<file path="config.mk">
export PLATFORM = sky130hd
export DESIGN_NAME = unsigned_to_radix_ascii
export DESIGN_NICKNAME = d
export VERILOG_FILES = /design/src/hw/rtl/ura_pkg.sv /design/src/hw/rtl/ura_ctrl.sv /design/src/hw/rtl/ura_dp.sv /design/src/hw/rtl/unsigned_to_radix_ascii.sv
export SDC_FILE = /design/constraint.sdc
export NUM_CORES = 1
export LEC_CHECK = 0
export BUFFER_PORTS_ARGS = -buffer_cell sky130_fd_sc_hd__clkbuf_2
export CAP_MARGIN = 20
export CORE_ASPECT_RATIO = 1.2
export CORE_MARGIN = 8
export CORE_UTILIZATION = 56
export CTS_BUF_LIST = sky130_fd_sc_hd__clkbuf_16
export DETAILED_ROUTE_END_ITERATION = 16
export PLACE_DENSITY = 0.75
export SETUP_SLACK_MARGIN = 0.02
export SLEW_MARGIN = 25
export SYNTH_ARGS = -nofsm -noshare
export SYNTH_HDL_FRONTEND = slang
export SYNTH_SLANG_ARGS = --single-unit
</file>
<file path="constraint.sdc">
create_clock -name clk -period 9.9 [get_ports clk]
set_input_delay 1.98 -clock clk [delete_from_list [all_inputs] [get_ports clk]]
set_output_delay 1.98 -clock clk [all_outputs]
set_load 0.01 [all_outputs]
</file>
<file path="src/hw/rtl/ura_pkg.sv">
`timescale 1ns / 1ps
// ---------------------------------------------------------------------------
// ura_pkg
// Shared constants, types and the digit-to-character mapping for the
// unsigned-to-radix ASCII converter.
// ---------------------------------------------------------------------------
package ura_pkg;

  // Default parameter values
  localparam int VALUE_BITS_DEF = 32;
  localparam int MAX_DIGITS_DEF = 32;

  // Quotient bits produced per division cycle
  localparam int STEP_BITS = 8;

  // Field widths
  localparam int RADIX_W = 5;
  localparam int DIGIT_W = 4;
  localparam int CHAR_W  = 7;

  // Radix register reset value and legal base range
  localparam logic [RADIX_W-1:0] RADIX_RST = 5'd10;
  localparam logic [RADIX_W-1:0] RADIX_MIN = 5'd2;
  localparam logic [RADIX_W-1:0] RADIX_MAX = 5'd16;

  // Character codes
  localparam logic [CHAR_W-1:0] ASCII_ZERO     = 7'h30;
  localparam logic [CHAR_W-1:0] ASCII_A_LESS10 = 7'h37;
  localparam logic [DIGIT_W-1:0] DIGIT_TEN     = 4'd10;

  // Controller states
  typedef enum logic [1:0] {
    ST_IDLE,
    ST_DIV,
    ST_WRITE,
    ST_EMIT
  } ura_state_t;

  // Controller to datapath commands
  typedef struct packed {
    logic load;
    logic div;
    logic wr;
    logic rd;
  } ura_cmd_t;

  // Datapath to controller status
  typedef struct packed {
    logic last_step;
    logic quo_zero;
    logic digits_full;
    logic idx_zero;
  } ura_sts_t;

  // Digit value 0..15 to '0'-'9' / 'A'-'F'
  function automatic logic [CHAR_W-1:0] digit_glyph(input logic [DIGIT_W-1:0] d);
    logic [CHAR_W-1:0] base_char;
    base_char = (d < DIGIT_TEN) ? ASCII_ZERO : ASCII_A_LESS10;
    return base_char + CHAR_W'(d);
  endfunction

endpackage

</file>
<file path="src/hw/rtl/ura_ctrl.sv">
`timescale 1ns / 1ps
// ---------------------------------------------------------------------------
// ura_ctrl
// Sequencer for the converter: load, per-digit division passes, digit
// write-back, then most-significant-first readout of the digit store.
// ---------------------------------------------------------------------------
module ura_ctrl
  import ura_pkg::*;
(
  input  logic     clk,
  input  logic     rst_n,
  input  logic     start,
  output logic     busy,
  output ura_cmd_t cmd,
  input  ura_sts_t sts
);

  ura_state_t state_r, state_nxt;

  // State register
  always_ff @(posedge clk) begin
    if (!rst_n) begin
      state_r <= ST_IDLE;
    end else begin
      state_r <= state_nxt;
    end
  end

  // Next state and commands
  always_comb begin
    state_nxt = state_r;
    cmd       = '0;
    busy      = 1'b1;
    case (state_r)
      ST_IDLE: begin
        busy = 1'b0;
        if (start) begin
          cmd.load  = 1'b1;
          state_nxt = ST_DIV;
        end
      end
      ST_DIV: begin
        cmd.div = 1'b1;
        if (sts.last_step) begin
          state_nxt = ST_WRITE;
        end
      end
      ST_WRITE: begin
        cmd.wr = 1'b1;
        if (sts.quo_zero || sts.digits_full) begin
          state_nxt = ST_EMIT;
        end else begin
          state_nxt = ST_DIV;
        end
      end
      ST_EMIT: begin
        cmd.rd = 1'b1;
        if (sts.idx_zero) begin
          state_nxt = ST_IDLE;
        end
      end
      default: begin
        state_nxt = ST_IDLE;
      end
    endcase
  end

  // Checks
  a_cmd_onehot: assert property (@(posedge clk) disable iff (!rst_n)
    $onehot0({cmd.load, cmd.div, cmd.wr, cmd.rd}))
    else $error("ura_ctrl: more than one datapath command");

  a_start_busy: assert property (@(posedge clk) disable iff (!rst_n)
    (start && !busy) |=> busy)
    else $error("ura_ctrl: accepted request did not raise busy");

  a_busy_fall: assert property (@(posedge clk) disable iff (!rst_n)
    $fell(busy) |-> $past(cmd.rd && sts.idx_zero))
    else $error("ura_ctrl: busy dropped before last digit read");

endmodule

</file>
<file path="src/hw/rtl/ura_dp.sv">
`timescale 1ns / 1ps
// ---------------------------------------------------------------------------
// ura_dp
// Datapath: radix register, long division by the base STEP_BITS bits per
// cycle, digit store (least significant first) and registered readout.
// ---------------------------------------------------------------------------
module ura_dp
  import ura_pkg::*;
#(
  parameter int VALUE_BITS = VALUE_BITS_DEF,
  parameter int MAX_DIGITS = MAX_DIGITS_DEF
) (
  input  logic                  clk,
  input  logic                  rst_n,
  input  logic                  cfg_wr_en,
  input  logic [RADIX_W-1:0]    cfg_wr_data,
  input  logic [VALUE_BITS-1:0] in_value,
  input  ura_cmd_t              cmd,
  output ura_sts_t              sts,
  output logic                  out_valid,
  output logic [CHAR_W-1:0]     out_digit_char,
  output logic                  out_last_digit
);

  localparam int STEPS     = (VALUE_BITS + STEP_BITS - 1) / STEP_BITS;
  localparam int WORK_BITS = STEPS * STEP_BITS;
  localparam int SW        = $clog2(STEPS + 1);
  localparam int AW        = $clog2(MAX_DIGITS);

  logic [RADIX_W-1:0]   radix_r, radix_nxt;
  logic [RADIX_W-1:0]   base_r, base_nxt, base_sat;
  logic [WORK_BITS-1:0] n_r, n_nxt;
  logic [DIGIT_W-1:0]   rem_r, rem_nxt;
  logic [SW-1:0]        step_cnt_r, step_cnt_nxt;
  logic [AW-1:0]        dig_cnt_r, dig_cnt_nxt;
  logic [AW-1:0]        idx_r, idx_nxt;
  logic                 out_valid_r, out_last_r;
  logic [CHAR_W-1:0]    out_char_r;
  logic [CHAR_W-1:0]    mem [MAX_DIGITS];

  logic [STEP_BITS-1:0] chunk, q_bits;
  logic [DIGIT_W-1:0]   r_div;
  logic [RADIX_W-1:0]   t_div;

  // Radix register
  always_comb begin
    radix_nxt = cfg_wr_en ? cfg_wr_data : radix_r;
  end

  always_ff @(posedge clk) begin
    if (!rst_n) begin
      radix_r <= RADIX_RST;
    end else begin
      radix_r <= radix_nxt;
    end
  end

  // Clamp base to 2..16
  always_comb begin
    if (radix_r < RADIX_MIN) begin
      base_sat = RADIX_MIN;
    end else if (radix_r > RADIX_MAX) begin
      base_sat = RADIX_MAX;
    end else begin
      base_sat = radix_r;
    end
  end

  // One division cycle: restoring steps over the top chunk of the dividend
  always_comb begin
    chunk  = n_r[WORK_BITS-1 -: STEP_BITS];
    r_div  = rem_r;
    q_bits = '0;
    t_div  = '0;
    for (int i = STEP_BITS - 1; i >= 0; i--) begin
      t_div = {r_div, chunk[i]};
      if (t_div >= base_r) begin
        q_bits[i] = 1'b1;
        r_div     = DIGIT_W'(t_div - base_r);
      end else begin
        r_div     = t_div[DIGIT_W-1:0];
      end
    end
  end

  // Next-state for working registers
  always_comb begin
    base_nxt     = base_r;
    n_nxt        = n_r;
    rem_nxt      = rem_r;
    step_cnt_nxt = step_cnt_r;
    dig_cnt_nxt  = dig_cnt_r;
    idx_nxt      = idx_r;
    if (cmd.load) begin
      base_nxt     = base_sat;
      n_nxt        = WORK_BITS'(in_value);
      rem_nxt      = '0;
      step_cnt_nxt = '0;
      dig_cnt_nxt  = '0;
    end
    if (cmd.div) begin
      // quotient bits rotate in at the bottom as dividend bits leave the top
      n_nxt        = (n_r << STEP_BITS) | WORK_BITS'(q_bits);
      rem_nxt      = r_div;
      step_cnt_nxt = step_cnt_r + SW'(1);
    end
    if (cmd.wr) begin
      rem_nxt      = '0;
      step_cnt_nxt = '0;
      dig_cnt_nxt  = dig_cnt_r + AW'(1);
      idx_nxt      = dig_cnt_r;
    end
    if (cmd.rd) begin
      idx_nxt = idx_r - AW'(1);
    end
  end

  always_ff @(posedge clk) begin
    if (!rst_n) begin
      step_cnt_r <= '0;
      dig_cnt_r  <= '0;
      idx_r      <= '0;
    end else begin
      step_cnt_r <= step_cnt_nxt;
      dig_cnt_r  <= dig_cnt_nxt;
      idx_r      <= idx_nxt;
    end
  end

  always_ff @(posedge clk) begin
    base_r <= base_nxt;
    n_r    <= n_nxt;
    rem_r  <= rem_nxt;
  end

  // Digit store: write at digit count, read at readout index
  always_ff @(posedge clk) begin
    if (cmd.wr) begin
      mem[dig_cnt_r] <= digit_glyph(rem_r);
    end
  end

  always_ff @(posedge clk) begin
    if (cmd.rd) begin
      out_char_r <= mem[idx_r];
    end
  end

  // Result strobe is asserted in the cycle after the read
  always_ff @(posedge clk) begin
    if (!rst_n) begin
      out_valid_r <= 1'b0;
      out_last_r  <= 1'b0;
    end else begin
      out_valid_r <= cmd.rd;
      out_last_r  <= cmd.rd && (idx_r == '0);
    end
  end

  // Status
  always_comb begin
    sts.last_step   = (step_cnt_r == SW'(STEPS - 1));
    sts.quo_zero    = (n_r == '0);
    sts.digits_full = (dig_cnt_r == AW'(MAX_DIGITS - 1));
    sts.idx_zero    = (idx_r == '0);
  end

  assign out_valid      = out_valid_r;
  assign out_digit_char = out_char_r;
  assign out_last_digit = out_last_r;

  // Checks
  a_base_range: assert property (@(posedge clk) disable iff (!rst_n)
    cmd.div |-> (base_r >= RADIX_MIN && base_r <= RADIX_MAX))
    else $error("ura_dp: division base out of range");

  a_rem_below_base: assert property (@(posedge clk) disable iff (!rst_n)
    cmd.wr |-> ({1'b0, rem_r} < base_r))
    else $error("ura_dp: remainder not below base at digit write");

  a_last_with_valid: assert property (@(posedge clk) disable iff (!rst_n)
    out_last_digit |-> out_valid)
    else $error("ura_dp: last-digit flag without strobe");

endmodule

</file>
<file path="src/hw/rtl/unsigned_to_radix_ascii.sv">
`timescale 1ns / 1ps
// Operation: a load, then per digit the division passes (8 quotient bits per
//   cycle) and one digit write, then the digits are read out one per cycle;
//   the first result comes in the cycle after the first read.
// A new value is taken only when idle, after the last digit has been read out.
// Reset (synchronous, rst_n low): idle, radix = 10; results cannot be stalled.
// ---------------------------------------------------------------------------
// unsigned_to_radix_ascii
// Converts an unsigned value to ASCII digits in base 2..16, one character
// per strobe, most significant first, last digit flagged.
// ---------------------------------------------------------------------------
module unsigned_to_radix_ascii
  import ura_pkg::*;
#(
  parameter int VALUE_BITS = VALUE_BITS_DEF,
  parameter int MAX_DIGITS = MAX_DIGITS_DEF
) (
  input  logic                  clk,
  input  logic                  rst_n,
  input  logic                  cfg_wr_en,
  input  logic [RADIX_W-1:0]    cfg_wr_data,
  input  logic                  start,
  output logic                  busy,
  input  logic [VALUE_BITS-1:0] in_value,
  output logic                  out_valid,
  output logic [CHAR_W-1:0]     out_digit_char,
  output logic                  out_last_digit
);

  ura_cmd_t cmd;
  ura_sts_t sts;

  // Sequencer
  ura_ctrl u_ctrl (
    .clk   (clk),
    .rst_n (rst_n),
    .start (start),
    .busy  (busy),
    .cmd   (cmd),
    .sts   (sts)
  );

  // Divider, digit store and readout
  ura_dp #(
    .VALUE_BITS (VALUE_BITS),
    .MAX_DIGITS (MAX_DIGITS)
  ) u_dp (
    .clk            (clk),
    .rst_n          (rst_n),
    .cfg_wr_en      (cfg_wr_en),
    .cfg_wr_data    (cfg_wr_data),
    .in_value       (in_value),
    .cmd            (cmd),
    .sts            (sts),
    .out_valid      (out_valid),
    .out_digit_char (out_digit_char),
    .out_last_digit (out_last_digit)
  );

endmodule
</file>
==> results of run 1 <==
[worst max-delay path by stage]
stage / cells past startpoint / startpoint / slack, ps / to
2_1_floorplan: 42 / u_dp.base_r[1] / 110 / u_dp.rem_r[1]
3_3_place_gp: 43 / u_dp.rem_r[1] / 340 / u_dp.rem_r[1]
3_5_place_dp: 43 / u_dp.rem_r[1] / 70 / u_dp.rem_r[1]
4_1_cts: 43 / u_dp.rem_r[1] / 80 / u_dp.rem_r[1]
5_1_grt: 47 / u_dp.base_r[0] / -260 / u_dp.rem_r[1]
6_report: 47 / u_dp.base_r[0] / 340 / u_dp.rem_r[1]
[metal layers]
metal	up-vias	share of wire (%)	track usage, %
met4	0	3.5	7.74
met3	75	7.8	3.17
met5	-	0	0
met2	353	49	32.0
met1	3948	40	26.2
li1	3613	-	-
[cell families after synthesis]
group	after synthesis	synth area share (%)
fa+ha+maj	61	6.12
simple gates	247	8.07
compound gates	110	5.16
xor+xnor	18	1.16
mux	98	13.8
buf+inv	78	2.53
flops	294	63.2
[cell usage in the layout, fill, tap and decap left out, types with 31 or more instances in the layout]
cell type	n
edfxtp_1	268
nand2_1	121
mux4_2	70
nor2_1	56
clkbuf_2	51
ha_1	43
inv_1	41
buf_4	39
a21oi_1	31
clkbuf_16	31
[repair_timing]
item,in CTS,in global routing
setup endpoints to repair,1,5
pin swaps,0,23
buffers inserted,0,18
gates cloned,0,0
resized for setup,1,55
[cell type report]
type | count | area, um2
Clock buffer | 31 | 776
Clock inverter | 22 | 164
Timing Repair Buffer | 91 | 559
Tap cell | 320 | 400
Inverter | 39 | 150
Sequential cell | 294 | 8580
Fill cell | 1696 | 8300
Multi-Input combinational cell | 534 | 4970
[worst register-to-register path, delay by kind of cell (launching register included)]
kind / cells / cell delay [ps]
AND/OR/NAND/NOR: 7 / 820
flip-flops: 1 / 470
AO/OA/AOI/OAI: 28 / 4370
multiplexers: 3 / 1000
buffers and inverters: 1 / 170
adder cells (fa/ha/maj): 8 / 2590
[per-stage QoR]
stage | hold WS, ps | setup slack, ps | instance area, um2
2_1_floorplan | 466 | 106 | 13600
3_3_place_gp | 506 | 342 | 14200
3_5_place_dp | 513 | 74.0 | 14200
4_1_cts | 530 | 76.6 | 15200
5_1_grt | 558 | -263 | 15600
6_report | 521 | 341 | 15600
[sequential cells by signal, indices dropped and copies added, names as in the netlist]
name and cells:
u_dp.mem 224, u_dp.idx_r 5, u_dp.out_valid 1, u_dp.rem_r 4, u_dp.out_last_digit 1, u_ctrl.state_r 2, u_dp.step_cnt_r 3, u_dp.out_digit_char 7
u_dp.base_r 5, u_dp.radix_r 5, u_dp.dig_cnt_r 5, u_dp.n_r 32
==> flow_summary.ini, run 1 <==
[status]
status = finished, final reports clean

[finish]
area_growth_pct = 15.0
stdcell_count = 1331
nets = 1091
drive_above_1_share_pct = 26.0
postLayoutCoreUtil_pct = 65.3
diodes = 0

[global_routing]
grt_usage_pct = 19.7
antenna_found_initial = 0
grt_max_degree = 60
grt_overflow = 0
grt_pass1_vias = 8090
grt_pass1_wl_mm = 44.9

[cts]
cts_max_level = 1
cts_root_buf = clkbuf_16
clk_latency_ps = 540
clock_sinks = 294
cts_made_buffers = 29
cts_tree = done
clk_pin_slew_ps = 60
max-clock-path-buffers = 3
ctsHoldBuffers = 0

[yosys]
synthCells = 906
synth_edf_count = 268
synth_seq_cells = 294
yosys-top-cells-count = edfxtp_1, nand2_1, mux4_2
yosysTopAreaCellShare_pct = 59.3
synth_ff_type = edfxtp_1
yosys_warnings = 0
synth_cell_types = 50
synth-seq-area-share_pct = 63.2
yosysMostFrequentCell = edfxtp_1
syn-cell-area_um2 = 13600
ys_async_sr_fraction_pct = 0
synth_top_area_cell = edfxtp_1
synth_fp_nets = 1008
yosys-top-cells-area = edfxtp_1, mux4_2, ha_1
syn-mean-instance-area_um2 = 15.0

[place]
io_buffer_count = 50
gp_congestion = 0.881
dp_cells = 1260
hpwl_mm = 19.0

[detailed_routing]
vias_per_cell = 6.00
dr_total_vias = 7989
drtAntennaViolNets = 0
finalWirelength_mm = 29.6
drc = 0
wl_per_cell_um = 22.2
firstDrtPassIters = 6
drt_iter0_drc = 612

[run]
drv_cap = 0

[critical_path]
ff2ff_path_depth = 47
crit_family = compound AO/OA/AOI/OAI gates
cp_max_fo = 8
r2r_end = u_dp.rem_r[1]
critPathArrivalTime_ps = 9950
crit_buf_inv = 1
crit_required_ps = 10290
endpoint_kind = flip-flop
cp_common_cell = ha_1
start_kind = flip-flop
slowest_stage = edfxtp_1
rrSetupSlack_ps = 340
path_class = flip-flop to flip-flop
reg2reg_from = u_dp.base_r[0]
cp_slowest_stage_delay_ps = 470

[sta]
slew_headroom_pct = 32.4
min_period_ps = 9560
fmaxAchievable_mhz = 105
finalSetupTns_ps = 0
tightest_slew_ps = 1010
setup_viol = 0
period_share_pct = 96.6
fin_worst_skew_ps = 8.45
hold_viol_final = 0
slew_viol_final = 0

[worst_hold_path]
hold_start = u_dp.radix_r[1]
holdPathStages = 2
hold-path-endpoint = u_dp.radix_r[1]
min_path_type = flip-flop to flip-flop

[floorplanning]
fp.coreArea_um2 = 23900
dieArea_um2 = 29500
num_io_pins = 51
fp.dieH_um = 187
num_rows = 62
start_util_pct = 56.8
fp.dieW_um = 158
Power of run 1 is left out: the tool's default activity adds up to more than one toggle a clock period on the data nets, which glitch-free logic cannot reach.
==> run 2, diff against run 1 <==
--- a/config.mk
+++ b/config.mk
@@ -11,10 +11,12 @@
 export CORE_MARGIN = 8
 export CORE_UTILIZATION = 56
 export CTS_BUF_LIST = sky130_fd_sc_hd__clkbuf_16
+export CTS_CLUSTER_DIAMETER = 40
 export DETAILED_ROUTE_END_ITERATION = 16
 export PLACE_DENSITY = 0.75
 export SETUP_SLACK_MARGIN = 0.02
 export SLEW_MARGIN = 25
 export SYNTH_ARGS = -nofsm -noshare
 export SYNTH_HDL_FRONTEND = slang
+export SYNTH_HIERARCHICAL = 1
 export SYNTH_SLANG_ARGS = --single-unit
==> flow_summary.ini, run 2 <==
[cts]
cts_tree = done
cts_made_buffers = 31
max-clock-path-buffers = 3
clock_sinks = 294
clk_pin_slew_ps = 60
cts_max_level = 1
clk_latency_ps = 560
cts_root_buf = clkbuf_16

[critical_path]
setup.worst_path.end = u_dp/n_r[0]
path_class = flip-flop to flip-flop
endpoint_kind = flip-flop
cp_slowest_stage_delay_ps = 420
slowest_stage = edfxtp_1
cp_common_cell = ha_1
worstSetupStartpoint = u_dp/n_r[31]
critPathArrivalTime_ps = 9770
rrSetupSlack_ps = 410
ff2ff_path_depth = 47
crit_required_ps = 10180
cp_max_fo = 8
reg2reg_from = u_dp/n_r[31]
r2r_end = u_dp/n_r[0]
start_kind = flip-flop

[yosys]
synth_cell_types = 57
synth_ff_type = edfxtp_1
synth_fp_nets = 964
synth-seq-area-share_pct = 62.8
yosys_warnings = 6
yosys-top-cells-count = edfxtp_1, mux4_2, nor2_1
synth_seq_cells = 294
yosys-top-cells-area = edfxtp_1, mux4_2, ha_1
synthCells = 862
yosysMostFrequentCell = edfxtp_1
yosysTopAreaCellShare_pct = 59.0
ys_async_sr_fraction_pct = 0
syn-cell-area_um2 = 13600
synth_top_area_cell = edfxtp_1
synth_edf_count = 268
syn-mean-instance-area_um2 = 15.8

[run]
drv_cap = 0

[finish]
final_common_cell = edfxtp_1
diodes = 0
final_cell_mix = edfxtp_1, mux4_2, nor2_1, clkbuf_2, inv_1
regMostFlops = u_dp/mem
area_growth_pct = 16.3
largest_reg_flops = 224
nets = 1054
drive_above_1_share_pct = 31.6
fillers = 1623

[detailed_routing]
vias_per_cell = 5.97
drtAntennaViolNets = 0
firstDrtPassIters = 4
finalWirelength_mm = 28.8
wl_per_cell_um = 22.2
dr_total_vias = 7738
drc = 0
drt_iter0_drc = 615

[global_routing]
grt_pass1_wl_mm = 44.2
grt_max_degree = 48
grt_usage_pct = 19.3
grt_overflow = 0
antenna_found_initial = 0
grt_pass1_vias = 7991

[sta]
period_share_pct = 95.9
slew_viol_final = 0
min_period_ps = 9490
fin_worst_skew_ps = 13.3
tightest_slew_ps = 938
slew_headroom_pct = 36.6
fmaxAchievable_mhz = 105
hold_viol_final = 0
setup_viol = 0
setup_ws_ps = 408

[floorplanning]
fp.coreArea_um2 = 24000
dieArea_um2 = 29600
num_rows = 62
start_util_pct = 56.9
fp.dieW_um = 158
fp.dieH_um = 187
num_io_pins = 51

[worst_hold_path]
min_path_type = flip-flop to flip-flop

[place]
gp_congestion = 0.879
pre_cts_ws_ps = -132
hpwl_mm = 18.8
io_buffer_count = 50

[status]
status = finished, final reports clean
[run 2: cell count changes after synthesis, moves of 5 or more]
cell | before | now
clkbuf_1 | 28 | 21
buf_1 | 1 | 6
a22oi_1 | 6 | 1
mux2_2 | 13 | 42
inv_1 | 39 | 44
nand2_1 | 123 | 35
[run 2: final cells by class]
class,instances,area [um2],share of cell area [%]
Inverter,45,169,1.06
Multi-Input combinational cell,488,5110,32.2
Clock inverter,27,265,1.67
Timing Repair Buffer,92,578,3.64
Tap cell,320,400,2.52
Clock buffer,31,776,4.89
Sequential cell,294,8570,54.0
[run 2: kinds of logic (layout without fill, tap and decap cells)]
kind of cell	count (synthesis)	after routing	share of synthesized area, %
buffers and inverters	81	195	2.59
AND/OR/NAND/NOR	173	173	6.22
AO/OA/AOI/OAI	107	108	4.94
adder cells (fa/ha/maj)	61	61	6.09
multiplexers	127	127	16.1
flip-flops	294	294	62.8
XOR/XNOR	19	19	1.22
[run 2: what timing repair did]
action / in CTS / in global routing
hold buffers: 0 / 0
pin swaps: 4 / 16
setup buffers: 2 / 12
endpoints found under the setup margin: 5 / 5
gates resized for setup: 6 / 49
gates cloned: 0 / 1
[run 2: worst min-delay path by stage]
stage	from	to	depth (start not counted)
floorplan	u_dp/radix_r[1]	u_dp/radix_r[1]	2
global placement	u_dp/radix_r[1]	u_dp/radix_r[1]	2
detailed placement	u_dp/radix_r[1]	u_dp/radix_r[1]	2
CTS	u_dp/radix_r[1]	u_dp/radix_r[1]	2
global route	u_dp/radix_r[3]	u_dp/radix_r[3]	2
finish	u_dp/radix_r[1]	u_dp/radix_r[1]	2
[run 2: per-layer routing]
| metal | vias up | wire length, um | GRT usage (%) |
|---|---|---|---|
| met5 | - | 0 | 0 |
| met4 | 0 | 923 | 6.47 |
| met3 | 62 | 1460 | 2.89 |
| met2 | 254 | 15400 | 34.5 |
| met1 | 3892 | 11000 | 23.3 |
| li1 | 3530 | - | - |
[run 2: through the flow]
stage	TNS, ps	hold WS (ps)	instance area (um2)	utilization (%)	std cells
floorplan	0	466	13700	-	862
detailed placement	-464	512	14400	60.0	1224
global placement	0	500	14400	60.0	1224
CTS	0	537	15500	64.5	1284
finish	0	534	15900	66.2	1297
global route	-175	568	15900	66.2	1297
[run 2: critical path: cells and delay by family, from the launching register on]
kind            cells  cell delay, ps
buf+inv             7             860
simple gates        6             890
mux                 3             990
flops               1             420
fa+ha+maj           8            2260
compound gates     23            3790
Power of run 2 is left out for the same reason.
==> run 3, diff against run 2 <==
--- a/config.mk
+++ b/config.mk
@@ -10,7 +10,6 @@
 export CORE_ASPECT_RATIO = 1.2
 export CORE_MARGIN = 8
 export CORE_UTILIZATION = 56
-export CTS_BUF_LIST = sky130_fd_sc_hd__clkbuf_16
 export CTS_CLUSTER_DIAMETER = 40
 export DETAILED_ROUTE_END_ITERATION = 16
 export PLACE_DENSITY = 0.75
==> flow_summary.ini, run 3 (synthesis gave the netlist of run 2 again) <==
[status]
status = finished, final reports clean

[finish]
drive_above_1_share_pct = 31.6
nets = 1054
fillers = 1623
final-seq-area_um2 = 8570
diodes = 0
final_cell_mix = edfxtp_1, mux4_2, nor2_1, clkbuf_2, ha_1
multi_input_area_um2 = 5110
design_area_um2 = 15900
area_growth_pct = 16.3
regMostFlops = u_dp/mem
largest_reg_flops = 224
final_common_cell = edfxtp_1

[floorplanning]
fp.dieW_um = 158
fp.coreArea_um2 = 24000
num_io_pins = 51
dieArea_um2 = 29600
fp.dieH_um = 187
num_rows = 62
start_util_pct = 56.9

[global_routing]
antenna_found_initial = 0
met3_usage_pct = 2.89
grt_pass1_vias = 7991
use_met1_pct = 23.3
grt_pass1_wl_mm = 44.2
grt_max_degree = 48
grt_usage_pct = 19.3
grt_use_met2_pct = 34.5
busiest_layer = met2
grt_overflow = 0

[sta]
min_period_ps = 9490
setup_viol = 0
fin_worst_skew_ps = 12.8
slew_headroom_pct = 34.2
hold_slack_ps = 534
period_share_pct = 95.9
fmaxAchievable_mhz = 105
tightest_slew_ps = 973
hold_viol_final = 0
slew_viol_final = 0

[cts]
clk_latency_ps = 560
clk_pin_slew_ps = 60
ctsHoldBuffers = 0
clock_sinks = 294
cts_made_buffers = 31
cts_max_level = 1
cts_root_buf = clkbuf_16
cts_tree = done
max-clock-path-buffers = 3

[detailed_routing]
firstDrtPassIters = 6
finalWirelength_mm = 28.7
dr_total_vias = 7768
drt_iter0_drc = 623
drc = 0
drtAntennaViolNets = 0
wl_per_cell_um = 22.2
vias_per_cell = 5.99

[place]
hpwl_mm = 18.8
gp_congestion = 0.879
io_buffer_count = 50
place_area_um2 = 14400

[critical_path]
cp_common_cell = ha_1
crit_required_ps = 10180
critPathArrivalTime_ps = 9770
cp_max_fo = 8
start_kind = flip-flop
slowest_stage = edfxtp_1
endpoint_kind = flip-flop
path_class = flip-flop to flip-flop
cp_slowest_stage_delay_ps = 420

[worst_hold_path]
min_path_type = flip-flop to flip-flop

[run]
drv_cap = 0
==> run 3: cell types whose count changed in the layout (fill, tap and decap cells not counted), sizes merged <==
cell / delta
clkbuf: +4
inv: -4
==> run 3: timing repair <==
action | CTS | global route
resized for setup | 6 | 49
setup buffers | 2 | 12
endpoints found under the setup margin | 5 | 5
cloned | 0 | 1
pin swaps | 4 | 16
endpoints found under the hold margin | 0 | 0
==> run 3: area by class of cell <==
cell class                 instances  area share [%]
multi-input combinational        488            32.2
clock inverter                    23            1.58
tap                              320            2.52
clock buffer                      35            4.98
sequential                       294            54.0
timing repair buffer              92            3.64
inverter                          45            1.06
==> run 3: metal layers <==
metal,part of all wire (%),vias up,wire (um)
met4,3.1,0,877
met2,54,303,15400
met1,37,3879,10700
met3,6.2,57,1780
li1,-,3529,-
met5,0,-,0
==> run 3: critical path, delay by kind of cell, from the launching register on <==
| family | cells | cell delay, ps |
|---|---|---|
| DFF | 1 | 420 |
| buffers and inverters | 7 | 860 |
| AOI/OAI and AO/OA | 23 | 3790 |
| muxes | 3 | 990 |
| and+or+nand+nor | 6 | 890 |
| adders and majority gates | 8 | 2270 |
==> run 3: through the flow <==
step                      TNS (ps)  util [%]  setup slack (ps)  std cells
final                            0      66.2               406       1297
after global routing          -175      66.2             -69.6       1297
after CTS                        0      64.5              33.5       1284
after detailed placement      -464      60.0              -132       1224
after global placement           0      60.0               113       1224
after floorplan                  0         -              70.1        862
==> run 3: worst paths after layout <==
kind,startpoint,end,slack (ps),cells after the start
setup / recovery,u_dp/n_r[31],u_dp/n_r[0],410,47
hold / removal,u_dp/radix_r[1],u_dp/radix_r[1],530,2
setup reg to reg,u_dp/n_r[31],u_dp/n_r[0],410,47
hold reg to reg,u_dp/radix_r[1],u_dp/radix_r[1],530,2
Power of run 3 is left out for the same reason.
